File: src/hw/rtl/ncc_ram.sv
// -----------------------------------------------------------------------------
// ncc_ram: generic single-port RAM
// One address shared by write and read; read data registered.
// -----------------------------------------------------------------------------
module ncc_ram #(
   parameter int WIDTH = 16,
   parameter int DEPTH = 256
) (
   input  logic                     clock,
   input  logic                     we,
   input  logic [$clog2(DEPTH)-1:0] addr,
   input  logic [WIDTH-1:0]         wdata,
   output logic [WIDTH-1:0]         rdata
);

   logic [WIDTH-1:0] mem [DEPTH];
   logic [WIDTH-1:0] rdata_ff;

   always_ff @(posedge clock) begin
      if (we) begin
         mem[addr] <= wdata;
      end
      rdata_ff <= mem[addr];
   end

   assign rdata = rdata_ff;

endmodule

File: config.mk
export PLATFORM = sky130hd
export DESIGN_NAME = ncc_ram
export DESIGN_NICKNAME = d
export VERILOG_FILES = /design/src/hw/rtl/ncc_ram.sv
export SDC_FILE = /design/constraint.sdc
export NUM_CORES = 2
export LEC_CHECK = 0
export BUFFER_PORTS_ARGS = -buffer_cell sky130_fd_sc_hd__buf_2
export CORE_MARGIN = 2
export CORE_UTILIZATION = 63
export DETAILED_ROUTE_END_ITERATION = 16
export HOLD_SLACK_MARGIN = 0.08
export PLACE_DENSITY = 0.78
export SYNTH_ARGS = -nofsm -noshare
export SYNTH_HDL_FRONTEND = slang
export SYNTH_SLANG_ARGS = --single-unit
File: constraint.sdc
create_clock -name clock -period 3.43 [get_ports clock]
set_clock_uncertainty 0.15 [all_clocks]
set_input_delay 0 -clock clock [delete_from_list [all_inputs] [get_ports clock]]
set_output_delay 0 -clock clock [all_outputs]
set_load 0.02 [all_outputs]
### Word level (Yosys, flattened, before mapping)

Memory sizes are Yosys's and may differ from the RTL's. A register that Yosys moved wholly into a read port is not among the register bits.
Cells that the tools add are included.

* input port bits: 26
* memory bits (writable): 4096
* memories kept: 1
* output and inout bits: 16
* word-level logic and storage cells: 3
* flip-flop bits (word level): 0

* muxes and demuxes: 2

Memories
* mem: words 256, bits a word 16, rd ports 1, clocked after Yosys merged registers in 1, write ports 1, line 16 `logic [WIDTH-1:0] mem [DEPTH];`

Operators with widths (count)
* 1-bit two-way mux: 2

### Longest topological paths before layout

* depth in word-level cells: 2
* mapped depth: 10
* gate-level depth less buffers: 5

### Worst setup path before layout

Ideal clock, no wire load.

* path type: input-to-reg
* start: input addr[0]
* end: memory mem[145][0], enable pin
* stages: 7
* arrival: 2289 ps
* data required time: 2871 ps
* setup slack: 582 ps
* library setup time: 409 ps
* path buffers: 5
* cell sequence: clkbuf_1 buf_6 clkbuf_1 buf_2 nand2b_1 clkbuf_1 nor3_1

RTL lines
* start, declared: line 11 `input logic [$clog2(DEPTH)-1:0] addr,`
* end, declared: line 16

Straight into the memory's write port.

==> flow_metrics.tcl <==
set metrics [dict create \
    most-common-layout-cells "edfxtp_1 (4096), mux4_2 (1024), buf_4 (643)" \
    crit_top_cell "dlygate4sd3_1" \
    path_class "input pin to flop" \
    path_clk_slew_ns 0.07 \
    setup_viol 1 \
    drc 0 \
    critical_path_buf_inv_count 6 \
    synth_area_per_cell_um2 23.1 \
    clock_latency_ns 1.03 \
    yosys_register_bits 4112 \
    vias_per_cell 7.44 \
    ir_worst_vdd_uv 775 \
    htreeDepth 5 \
    maxSlewViolCount 3 \
    overflow 0 \
    io_buffers 41 \
    critPathMaxStageDelay_ns 0.75 \
    syn_nets 6753 \
    r2r_slack_ns 0.01 \
    ys_warn_count 0 \
    grt_pass1_vias 82400 \
    grt_pass1_wl_um 630000 \
    m1WireLength_um 140000 \
    tritoncts "yes" \
    die_h_um 501 \
    wl_met3_um 65100 \
    start_util 0.632 \
    nNetsFinal 7592 \
    top_layer_used "met5" \
    vias 82800 \
    rows 182 \
    worstSetupPathDepth 11 \
    drt_iter0_drc 15600 \
    layout.cells.non_filler 11100 \
    cts_max_path_buffers 4 \
    ant_nets 0 \
    cts_root_buffer "clkbuf_16" \
    drive_gt1_frac 0.311 \
    tightestPinTransition_ns 1.59 \
    synth_area_mm2 0.155 \
    maxCapViolations 2 \
    globalRouteTotalUtil 0.361 \
    critical_path_arrival_ns 4.27 \
    whs_ns 0.0959 \
    p_leak_nw 56.1 \
    cp_slowest_cell "nor2_4" \
    fillers 12300 \
    place_inst 10300 \
    wl_met2_um 211000 \
    critPathLaunchType "input pin" \
    grt_max_degree 143 \
    violations "capacitance limit, slew limit, setup timing" \
    post_cts_buffers 0 \
    hp-class "input pin to flop" \
    drtPass1Iterations 8 \
    ys_seq_area_frac 0.794 \
    outcome "finished, violations left" \
    hold_viol_final 0 \
    seq_area_mm2 0.123 \
    area_delta_synth_final_pct 15.0 \
    wl_um 447000 \
    cts_sinks 4112 \
    gp_congestion 0.905 \
    coreArea_mm2 0.246 \
    grt_setup_unrepaired "false" \
    relSlewSlack -0.0730 \
    timing.rr.end "rdata[4]" \
    numCtsBuffers 400 \
    end_kind "flop" \
    synth.distinct_cells 22 \
    multi_input_area_mm2 0.0305 \
    layout_commonest_cell "edfxtp_1" \
    cp_top_family "buffers and inverters" \
    syn_inst 6727 \
    timing.fmax_mhz 289 \
    die-area_mm2 0.251 \
    antenna_found_initial 19 \
    worstPathRequired_ns 4.24 \
    dp_hpwl_um 244000 \
    period_needed_ns 3.46 \
    reg2regPathDepth 5 \
    pin_count 42 \
    wl_per_cell_um 40.1 \
    crit_chain "dlygate4sd3_1 -> buf_2 -> nor2_4 -> buf_12 -> buf_4 -> a22oi_1 -> a21oi_1 -> o41ai_1 -> dlygate4sd3_1 -> nand4_1 -> dlygate4sd3_1" \
    crit_fanout 26 \
    die_x_um 501 \
    crit_end "rdata[15]" \
    post-place-ws_ns -0.583 \
    fin_ws_ns -0.0292 \
    startpoint "addr[2]" \
    period_share 1.01 \
    r2r-start "mem[191][4]" \
    powerDensity_mw_per_mm2 583 \
]
worst min-delay path by stage:
stage | start | endpoint | slack (ns) | cells past startpoint
after floorplan | wdata[0] | mem[0][0] | -0.05 | 0
after global placement | wdata[14] | mem[44][14] | 0.34 | 1
after detailed placement | wdata[14] | mem[36][14] | 0.35 | 1
after CTS | wdata[9] | mem[118][9] | 0.11 | 3
after global routing | wdata[9] | mem[108][9] | 0.10 | 3
final | wdata[9] | mem[108][9] | 0.1 | 3
flip-flops by register name (all words and copies together) (netlist names):
register and flops:
mem 4096, rdata 16
layout make-up:
type	instances	area share
multi-input cells	2194	0.170
inverters	1	0.0000210
clock buffers	476	0.0578
well taps	3220	0.0225
flip-flops and latches	4112	0.690
diodes	26	0.000364
clock inverters	239	0.0126
repair buffers	857	0.0464
Yosys cell counts, drive strengths merged:
library cell | instances | area [um^2]
a21oi | 256 | 1280
a22oi | 512 | 3840
and2 | 3 | 18.8
buf | 171 | 985
clkbuf | 249 | 935
dfxtp | 16 | 320
edfxtp | 4096 | 123000
inv | 1 | 3.75
mux4 | 1024 | 23100
nand2 | 28 | 105
nand2b | 6 | 37.5
nand3 | 13 | 65.1
nand4 | 16 | 100
nor2 | 232 | 871
nor2b | 7 | 43.8
nor3 | 30 | 150
o41ai | 64 | 561
or2 | 2 | 12.5
or3 | 1 | 6.26
per-layer routing:
| metal | global-route usage | vias up |
|---|---|---|
| li1 | - | 30700 |
| met1 | 0.478 | 42300 |
| met2 | 0.555 | 8334 |
| met3 | 0.0938 | 1455 |
| met4 | 0.203 | 18 |
| met5 | 0 | - |
logic make-up (layout without fill, tap and decap cells):
logic type,count (synthesis),count (layout),synth area share
multiplexers,1024,1024,0.148
buffers and inverters,421,1573,0.0124
AO/OA/AOI/OAI,832,832,0.0366
flip-flops,4112,4112,0.794
AND/OR/NAND/NOR,338,338,0.00907
other,0,26,0
what timing repair did:
action,CTS,global route
gates resized for setup,0,4
hold endpoints to repair,5915,0
endpoints found under the setup margin,0,2
hold buffers,58,0
where the power goes:
group / leakage (nW) / total, W / switching, W / internal (W)
clock network: 6.16 / 0.0433 / 0.0187 / 0.0245
registers: 36.9 / 0.0555 / 0.000115 / 0.0554
logic: 13.0 / 0.00542 / 0.00351 / 0.00191
worst register-to-register path, cell delays in order, from the launching register on:
cell and delay, ns:
edfxtp_1 0.38, mux4_2 0.49, a22oi_1 0.37, a21oi_1 0.26
o41ai_1 1.39, nand4_1 0.17
stage by stage:
step,setup TNS [ns],util,total power [W],area [um^2]
floorplan,0,-,0.0589,155000
global placement,-3.73,0.673,0.0614,165000
detailed placement,-4.59,0.673,0.0616,165000
CTS,0,0.727,0.104,179000
global route,0,0.727,0.106,179000
finish,-0.0292,0.728,0.104,179000
No activity file was read; power rests on OpenSTA's default activity.
