--- config.mk ---
export PLATFORM = sky130hd
export DESIGN_NAME = ncc_dist_unit
export DESIGN_NICKNAME = d
export VERILOG_FILES = /design/src/hw/rtl/ncc_pkg.sv /design/src/hw/rtl/ncc_dist_unit.sv
export SDC_FILE = /design/constraint.sdc
export NUM_CORES = 2
export LEC_CHECK = 0
export BUFFER_PORTS_ARGS = -buffer_cell sky130_fd_sc_hd__buf_2
export CELL_PAD_IN_SITES_DETAIL_PLACEMENT = 1
export CELL_PAD_IN_SITES_GLOBAL_PLACEMENT = 2
export CORE_MARGIN = 4
export CORE_UTILIZATION = 45
export DETAILED_ROUTE_END_ITERATION = 7
export GPL_TIMING_DRIVEN = 0
export PLACE_DENSITY_LB_ADDON = 0.1
export SLEW_MARGIN = 25
export SYNTH_ARGS = -nofsm -noshare
export SYNTH_HDL_FRONTEND = slang
export SYNTH_SLANG_ARGS = --single-unit
--- constraint.sdc ---
create_clock -name clock -period 6.79 [get_ports clock]
set_input_delay 1.358 -clock clock [delete_from_list [all_inputs] [get_ports clock]]
set_output_delay 1.358 -clock clock [all_outputs]
set_load 0.02 [all_outputs]
--- src/hw/rtl/ncc_pkg.sv ---
// -----------------------------------------------------------------------------
// ncc_pkg: shared constants and types of the nearest centroid classifier
// Sizes of the centroid store, accumulator widths, word layouts and the
// control structs passed between the sequencer and the distance unit.
// -----------------------------------------------------------------------------
package ncc_pkg;

   // sizing
   localparam int MAX_CENTROIDS    = 16;
   localparam int MAX_CLIP_SAMPLES = 512;
   localparam int SAMPLE_BITS      = 16;

   localparam int STORE_DEPTH = MAX_CENTROIDS * MAX_CLIP_SAMPLES;
   localparam int ADDR_BITS   = $clog2(STORE_DEPTH);
   localparam int IDX_BITS    = (MAX_CENTROIDS > 1) ? $clog2(MAX_CENTROIDS) : 1;
   localparam int NCENT_BITS  = $clog2(MAX_CENTROIDS + 1);
   localparam int NSAMP_BITS  = $clog2(MAX_CLIP_SAMPLES + 1);

   // arithmetic
   localparam int ACC_BITS = 45;
   localparam int SQ_BITS  = 2 * SAMPLE_BITS;
   localparam int SUM_BITS = ((SQ_BITS > ACC_BITS) ? SQ_BITS : ACC_BITS) + 1;

   // field widths
   localparam int MODE_BITS     = 1;
   localparam int SLOT_BITS     = 4;
   localparam int POS_BITS      = 9;
   localparam int VALUE_BITS    = 16;
   localparam int LABEL_BITS    = 5;
   localparam int CC_BITS       = 5;
   localparam int CSC_BITS      = 10;
   localparam int CSR_IDX_BITS  = 1;
   localparam int CSR_DATA_BITS = 10;

   // word layouts
   localparam int IN_TDATA_BITS  = 32;
   localparam int OUT_TDATA_BITS = 56;

   // mode codes
   localparam logic [MODE_BITS-1:0] MODE_LOAD = 1'b0;
   localparam logic [MODE_BITS-1:0] MODE_CLIP = 1'b1;

   // register indexes
   localparam logic [CSR_IDX_BITS-1:0] CSR_CENTROID_COUNT    = 1'd0;
   localparam logic [CSR_IDX_BITS-1:0] CSR_CLIP_SAMPLE_COUNT = 1'd1;

   // one visit of the shared unit
   typedef struct packed {
      logic                valid;
      logic [IDX_BITS-1:0] idx;
      logic                last;
   } ncc_issue_type;

   // distance unit status back to the sequencer
   typedef struct packed {
      logic                busy;
      logic [IDX_BITS-1:0] best_idx;
      logic [ACC_BITS-1:0] min_sum;
   } ncc_status_type;

endpackage

--- src/hw/rtl/ncc_dist_unit.sv ---
// -----------------------------------------------------------------------------
// ncc_dist_unit: shared subtract-square-accumulate unit
// Four stages: difference, square, saturating accumulate, running minimum.
// Holds the per-centroid accumulators.
// -----------------------------------------------------------------------------
module ncc_dist_unit (
   input  logic                           clock,
   input  logic                           reset,
   input  ncc_pkg::ncc_issue_type         issue,
   input  logic [ncc_pkg::SAMPLE_BITS-1:0] sample,
   input  logic [ncc_pkg::SAMPLE_BITS-1:0] centroid,
   input  logic                           clear,
   output ncc_pkg::ncc_status_type        status
);
   import ncc_pkg::*;

   // stage 1: registered issue lines up with the RAM read data
   ncc_issue_type s1_ff;
   // stage 2: absolute difference
   ncc_issue_type s2_ff;
   logic [SAMPLE_BITS-1:0] absd_ff;
   // stage 3: square
   ncc_issue_type s3_ff;
   logic [SQ_BITS-1:0] sq_ff;
   // stage 4: updated accumulator value
   ncc_issue_type s4_ff;
   logic [ACC_BITS-1:0] new_ff;

   logic [ACC_BITS-1:0] acc_ff [MAX_CENTROIDS];
   logic [IDX_BITS-1:0] best_idx_ff;
   logic [ACC_BITS-1:0] min_sum_ff;

   logic signed [SAMPLE_BITS:0] diff;
   logic [SAMPLE_BITS:0]        diff_mag;
   logic [SUM_BITS-1:0]         sum;
   logic [ACC_BITS-1:0]         acc_in;

   always_comb begin
      diff     = $signed({sample[SAMPLE_BITS-1], sample})
               - $signed({centroid[SAMPLE_BITS-1], centroid});
      diff_mag = diff[SAMPLE_BITS] ? (SAMPLE_BITS+1)'(-diff) : (SAMPLE_BITS+1)'(diff);
      sum      = SUM_BITS'(acc_ff[s3_ff.idx]) + SUM_BITS'(sq_ff);
      if (sum[SUM_BITS-1:ACC_BITS] != '0) begin
         acc_in = '1;           // saturate at top value
      end else begin
         acc_in = sum[ACC_BITS-1:0];
      end
   end

   always_ff @(posedge clock) begin
      if (reset) begin
         s1_ff <= '0;
         s2_ff <= '0;
         s3_ff <= '0;
         s4_ff <= '0;
      end else begin
         s1_ff <= issue;
         s2_ff <= s1_ff;
         s3_ff <= s2_ff;
         s4_ff <= s3_ff;
      end
   end

   always_ff @(posedge clock) begin
      absd_ff <= diff_mag[SAMPLE_BITS-1:0];
      sq_ff   <= SQ_BITS'(absd_ff) * SQ_BITS'(absd_ff);
      new_ff  <= acc_in;
   end

   always_ff @(posedge clock) begin
      if (reset || clear) begin
         for (int i = 0; i < MAX_CENTROIDS; i++) begin
            acc_ff[i] <= '0;
         end
      end else if (s3_ff.valid) begin
         acc_ff[s3_ff.idx] <= acc_in;
      end
   end

   // strict less-than in rising index order: ties keep the lower index
   always_ff @(posedge clock) begin
      if (s4_ff.valid && s4_ff.last) begin
         if (s4_ff.idx == '0 || new_ff < min_sum_ff) begin
            best_idx_ff <= s4_ff.idx;
            min_sum_ff  <= new_ff;
         end
      end
   end

   assign status.busy     = s1_ff.valid | s2_ff.valid | s3_ff.valid | s4_ff.valid;
   assign status.best_idx = best_idx_ff;
   assign status.min_sum  = min_sum_ff;

endmodule

Yosys cells after proc, flatten, opt, wreduce, memory -nomap -nowiden
Memory sizes are Yosys's and may differ from the RTL's. A register that Yosys moved wholly into a read port is not among the register bits.
Index checks and enable logic that the tools add are counted.
W data, S select, Z words.
{ "word_totals": {"output_inout_bits": 50, "latch_bits": 0, "elab_cells": 43, "mem_count": 1, "ramBits": 720, "romBits": 0, "reg_bits": 166} }
{ "op_classes": {"shift": 0, "mux": 11, "mul": 1, "n_addsub": 3, "n_reduce_logical": 6, "n_eq_ne": 0, "magnitude_cmp": 1, "n_bitwise": 3, "n_div": 0} }
{ "memory_table": {"columns": ["name", "words", "word_bits", "read_ports", "rd_ports_with_merged_regs", "wr", "line", "source"], "rows": [
  ["acc_ff", 16, 45, 1, 1, 16, "ncc_dist_unit.sv:29", "logic [ACC_BITS-1:0] acc_ff [MAX_CENTROIDS];"]
]} }
{ "ops": {"columns": ["cell", "count"], "rows": [
  ["$mux W45", 2],
  ["$add A45 B32 Y46", 1],
  ["$lt A45 B45 Y1", 1],
  ["$reduce_or A45 Y1", 1],
  ["$mul A16 B16 Y32", 1],
  ["$sub A16 B16 Y17", 1],
  ["$mux W16", 1],
  ["$neg A16 Y16", 1],
  ["$mux W4", 2],
  ["$mux W1", 6],
  ["$logic_not A4 Y1", 1],
  ["$or A1 B1 Y1", 3],
  ["$logic_or A1 B1 Y1", 2],
  ["$reduce_and A2 Y1", 1],
  ["$logic_and A1 B1 Y1", 1]
]} }

Depth between registers and ports, before layout
{ "logic_depth": {"ltp_word": 5, "depth_mapped": 26, "ltp_nobuf": 24} }

Least setup slack after synthesis
OpenSTA, ideal clock, no wires.
{ "synth_timing": {"kind": "register to register", "start": "reg s3_ff[1] (netlist bit)", "end": "mem acc_ff[1][11], data pin", "path_stages_with_launch": 23, "path_buffers": 10, "t_required_ns": 6.649, "slack_ns": 0.813, "arrival_ns": 5.836, "period_less_slack_ns": 5.977, "cell_sequence": "dfxtp_1 buf_4 buf_4 buf_6 buf_6 clkbuf_1 buf_1 mux4_2 mux4_2 ha_1 clkbuf_1 a21oi_1 a21oi_1 a2111oi_2 o32ai_2 a21oi_4 o31a_4 nor3_2 buf_6 buf_8 nor2_8 buf_4 nor2_1"} }
{ "synth_rtl": {"columns": ["element", "line", "source"], "rows": [
  ["start: declaration", "ncc_dist_unit.sv:23", "ncc_issue_type s3_ff;"],
  ["start signal: assignment", "ncc_dist_unit.sv:54", "s3_ff <= '0;"],
  ["start signal: assignment", "ncc_dist_unit.sv:59", "s3_ff <= s2_ff;"],
  ["end: declaration", "ncc_dist_unit.sv:29", null]
]} }

==> run_results.csv <==
group,metric,value,unit
outcome,outcome,"finished, final reports clean",
synth,netlist_top_cells_area,"edfxtp_1 49%, mux4_2 10%, fa_1 7.0%",
critical_path,cp-end-kind,"flop",
synth,synth_ff_type,"edfxtp_1",
clock_network,cts_tree,"built",
worst_hold_path,worstHoldEndpoint,"min_sum_ff[0]$_DFFE_PP_",
critical_path,worstSetupStartpointType,"flop",
worst_hold_path,hold_path_class,"reg2reg",
grt,grt_overflow,0,
die,die_w,331.2,um
critical_path,critPathMaxFanout,19,
placed_design,gp_congestion,0.8424,
critical_path,cp_slowest_cell,"mux4_2",
grt,grt_first_pass_wirelength,213.5,mm
critical_path,crit_type,"reg2reg",
sta,max_slew_margin,25.16,%
grt,antenna_found_initial,3,
clock_network,worst_skew_pair.late_latency,0.70,ns
synth,ys_types,83,
finish,drive_gt1_share,18.26,%
clock_network,cts-root-buf,"clkbuf_16",
sta,tightest_slew,1.123,ns
sta,worst_hold_slack,0.4294,ns
critical_path,reg2regPathDepth,20,
synth,ys_async_sr_fraction,0,%
sta,post-route-min-period,6.542,ns
synth,yosysSeqAreaShare,54.08,%
clock_network,cts-buffers-inserted,95,
finish,area_delta_synth_final,13.49,%
synth,yosys_warnings,0,
worst_hold_path,holdPathStages,0,
drt,postRouteAntennaNets,0,
synth,syn-instance-count,3672,
drt,viasPerCell,5.687,
grt,grt_pass1_vias,33330,
synth,synth_most_common_cell,"edfxtp_1",
finish,seq_area,0.02544,mm2
synth,avgSynthCellArea,12.80,um2
drt,avgRoutedWirePerCell,27.02,um
drt,first_pass_iters,5,
critical_path,critPathArrivalTime,7.05,ns
clock_network,cts_sinks,885,
synth,syn_nets,4073,
die,core_area,0.1036,mm2
synth,synth_common_cells,"769 x edfxtp_1, 766 x nor2_1, 395 x inv_1",
finish,fillers,10560,
critical_path,ff2ff_setup_slack,0.25,ns
critical_path,rr_startpoint,"s3_ff[2]$_SDFF_PP0_",
synth,syn_area,0.04699,mm2
placed_design,port_buffers,90,
finish,nets,4282,
sta,min_period_over_period,96.35,%
sta,finalMaxSlewViolations,0,
drt,wl,144.4,mm
die,dieHeight,331.2,um
sta,setup_viol,0,
clock_network,clk_pin_slew,0.06,ns
worst_hold_path,holdCritStartpoint,"new_ff[0]$_DFF_P_",
die,die-area,0.1097,mm2
drt,vias,30400,
critical_path,cp_common_cell,"buf_4",
critical_path,path_cells,"buf_4 -> buf_4 -> buf_6 -> buf_4 -> clkbuf_4 -> clkbuf_2 -> mux4_2 -> mux4_2 -> ha_1 -> clkbuf_1 -> nand2_1 -> nor3_1 -> a21oi_4 -> o31a_4 -> nor3_2 -> buf_6 -> buf_12 -> nor2_8 -> buf_4 -> nor2_1",
sta,hold_violations,0,
finish,multiInputGateArea,0.01936,mm2
die,initial_core_util,45.34,%
clock_network,clockBufferDepth,3,
synth,synth_top_cell_by_area,"edfxtp_1",
drt,drt_iter0_drc,2410,
synth,ys_ff_latch,885,
synth,synth_edf_count,769,
placed_design,hpwl,104.0,mm
flow_run,max_cap_viol_count,0,
sta,rsz0062_at_grt,"true",
clock_network,htreeDepth,3,
drt,route.detailed.drc,0,
sta,fin_skew,0.03158,ns
critical_path,slowest_delay,0.55,ns
critical_path,worstReg2RegEnd,"acc_ff[1][15]$_SDFFCE_PN0P_",
die,rows,118,
die,pin_count,91,
grt,track_usage,26.71,%
sta,fmax,152.9,MHz
critical_path,required,7.30,ns
synth,synth_top_area_share,49.14,%
grt,grt_max_degree,31,
## placed cells by master (no fill, tap or decap), types with 10 or more instances in the layout
| cell | count |
|---|---|
| o21a_1 | 13 |
| mux4_2 | 213 |
| fa_1 | 165 |
| dfxtp_1 | 103 |
| dfxtp_2 | 11 |
| clkbuf_4 | 13 |
| nand2_1 | 154 |
| nor3_1 | 41 |
| or3_1 | 12 |
| ha_1 | 194 |
| buf_2 | 115 |
| o21ai_0 | 43 |
| nor2_8 | 20 |
| and3_1 | 10 |
| clkinv_2 | 21 |
| clkinv_1 | 15 |
| nor2b_1 | 38 |
| clkbuf_16 | 96 |
| nand4_1 | 18 |
| buf_12 | 10 |
| buf_6 | 21 |
| a21oi_1 | 69 |
| edfxtp_1 | 769 |
| clkbuf_1 | 97 |
| and2_1 | 44 |
| o21bai_1 | 15 |
| a21o_1 | 48 |
| buf_4 | 47 |
| nand2b_1 | 12 |
| xnor2_1 | 63 |
| clkbuf_2 | 20 |
| inv_1 | 395 |
| nand3_1 | 21 |
| xor2_1 | 23 |
| nor2_1 | 763 |
| a22oi_1 | 16 |
| nand2_4 | 16 |
## registers in the layout, indices dropped and copies added, names as in the netlist
name and flops:
absd_ff 16, acc_ff 720, best_idx_ff 4, min_sum_ff 45
new_ff 45, s1_ff 6, s2_ff 6, s3_ff 6
s4_ff 6, sq_ff 31
## stage by stage
stage | instance area (um2) | cells | setup TNS, ns | util (%) | setup WS [ns]
3_3_place_gp | 49170 | 5142 | -1114.37 | 47.44 | -2.898
2_1_floorplan | 46990 | 3672 | 0 | - | 0.8130
6_report | 53330 | 5345 | 0 | 51.45 | 0.2480
3_5_place_dp | 49760 | 5165 | -814.07 | 48.01 | -1.751
5_1_grt | 53330 | 5344 | -0.03609 | 51.45 | -0.02878
4_1_cts | 53120 | 5343 | 0 | 51.26 | 0.004059
## cells by family (layout without fill, tap and decap cells)
group | Yosys count | after routing | share of synthesized area (%)
and+or+nand+nor | 1196 | 1196 | 11.60
DFF | 885 | 885 | 54.08
buffers and inverters | 608 | 900 | 5.384
adders and majority gates | 360 | 360 | 12.22
AOI/OAI and AO/OA | 317 | 317 | 4.753
muxes | 219 | 219 | 10.34
xor gates and xnor gates | 87 | 87 | 1.622
other | 0 | 1 | 0
## area by class of cell
cell class,instances,area share (%)
timing repair buffer,117,1.755
clock inverter,60,1.119
antenna,1,0.004692
clock buffer,120,4.824
buffer,202,2.229
multi-input combinational,2179,36.31
inverter,401,2.822
tap,1380,3.238
sequential,885,47.70
## worst max-delay path by stage
stage                             start                          end  slack, ns
2_1_floorplan       s3_ff[1]$_SDFF_PP0_  acc_ff[1][11]$_SDFFCE_PN0P_       0.81
6_report            s3_ff[2]$_SDFF_PP0_  acc_ff[1][15]$_SDFFCE_PN0P_       0.25
4_1_cts             s3_ff[1]$_SDFF_PP0_  acc_ff[0][36]$_SDFFCE_PN0P_      0.004
5_1_grt              absd_ff[4]$_DFF_P_            sq_ff[30]$_DFF_P_      -0.03
3_5_place_dp        s3_ff[2]$_SDFF_PP0_  acc_ff[1][41]$_SDFFCE_PN0P_      -1.75
3_3_place_gp   min_sum_ff[38]$_DFFE_PP_     min_sum_ff[37]$_DFFE_PP_      -2.90
## critical path: cells and delay by family (launching register included)
kind | cells | cell delay, ns
compound gates | 2 | 0.64
fa+ha+maj | 1 | 0.30
buf+inv | 10 | 2.88
flops | 1 | 0.31
mux | 2 | 0.92
simple gates | 5 | 1.21
## per-layer routing
metal | part of all wire (%) | GRT usage, % | vias to the layer above
li1 | - | - | 13220
met1 | 41 | 34.74 | 15910
met2 | 50 | 45.77 | 1026
met3 | 6.4 | 4.858 | 233
met4 | 3.2 | 8.267 | 0
met5 | 0 | 0 | -
## timing repair
| item | 4_1_cts | 5_1_grt |
|---|---|---|
| pin swaps | 1 | 1 |
| gates resized for setup | 87 | 68 |
| setup buffers | 1 | 0 |
| gates cloned | 0 | 0 |
| endpoints found under the setup margin | 780 | 465 |
| hold buffers | 0 | 0 |
Power is not shown: default switching activity piles up to over one toggle a cycle in this logic, so the estimate is an artifact.
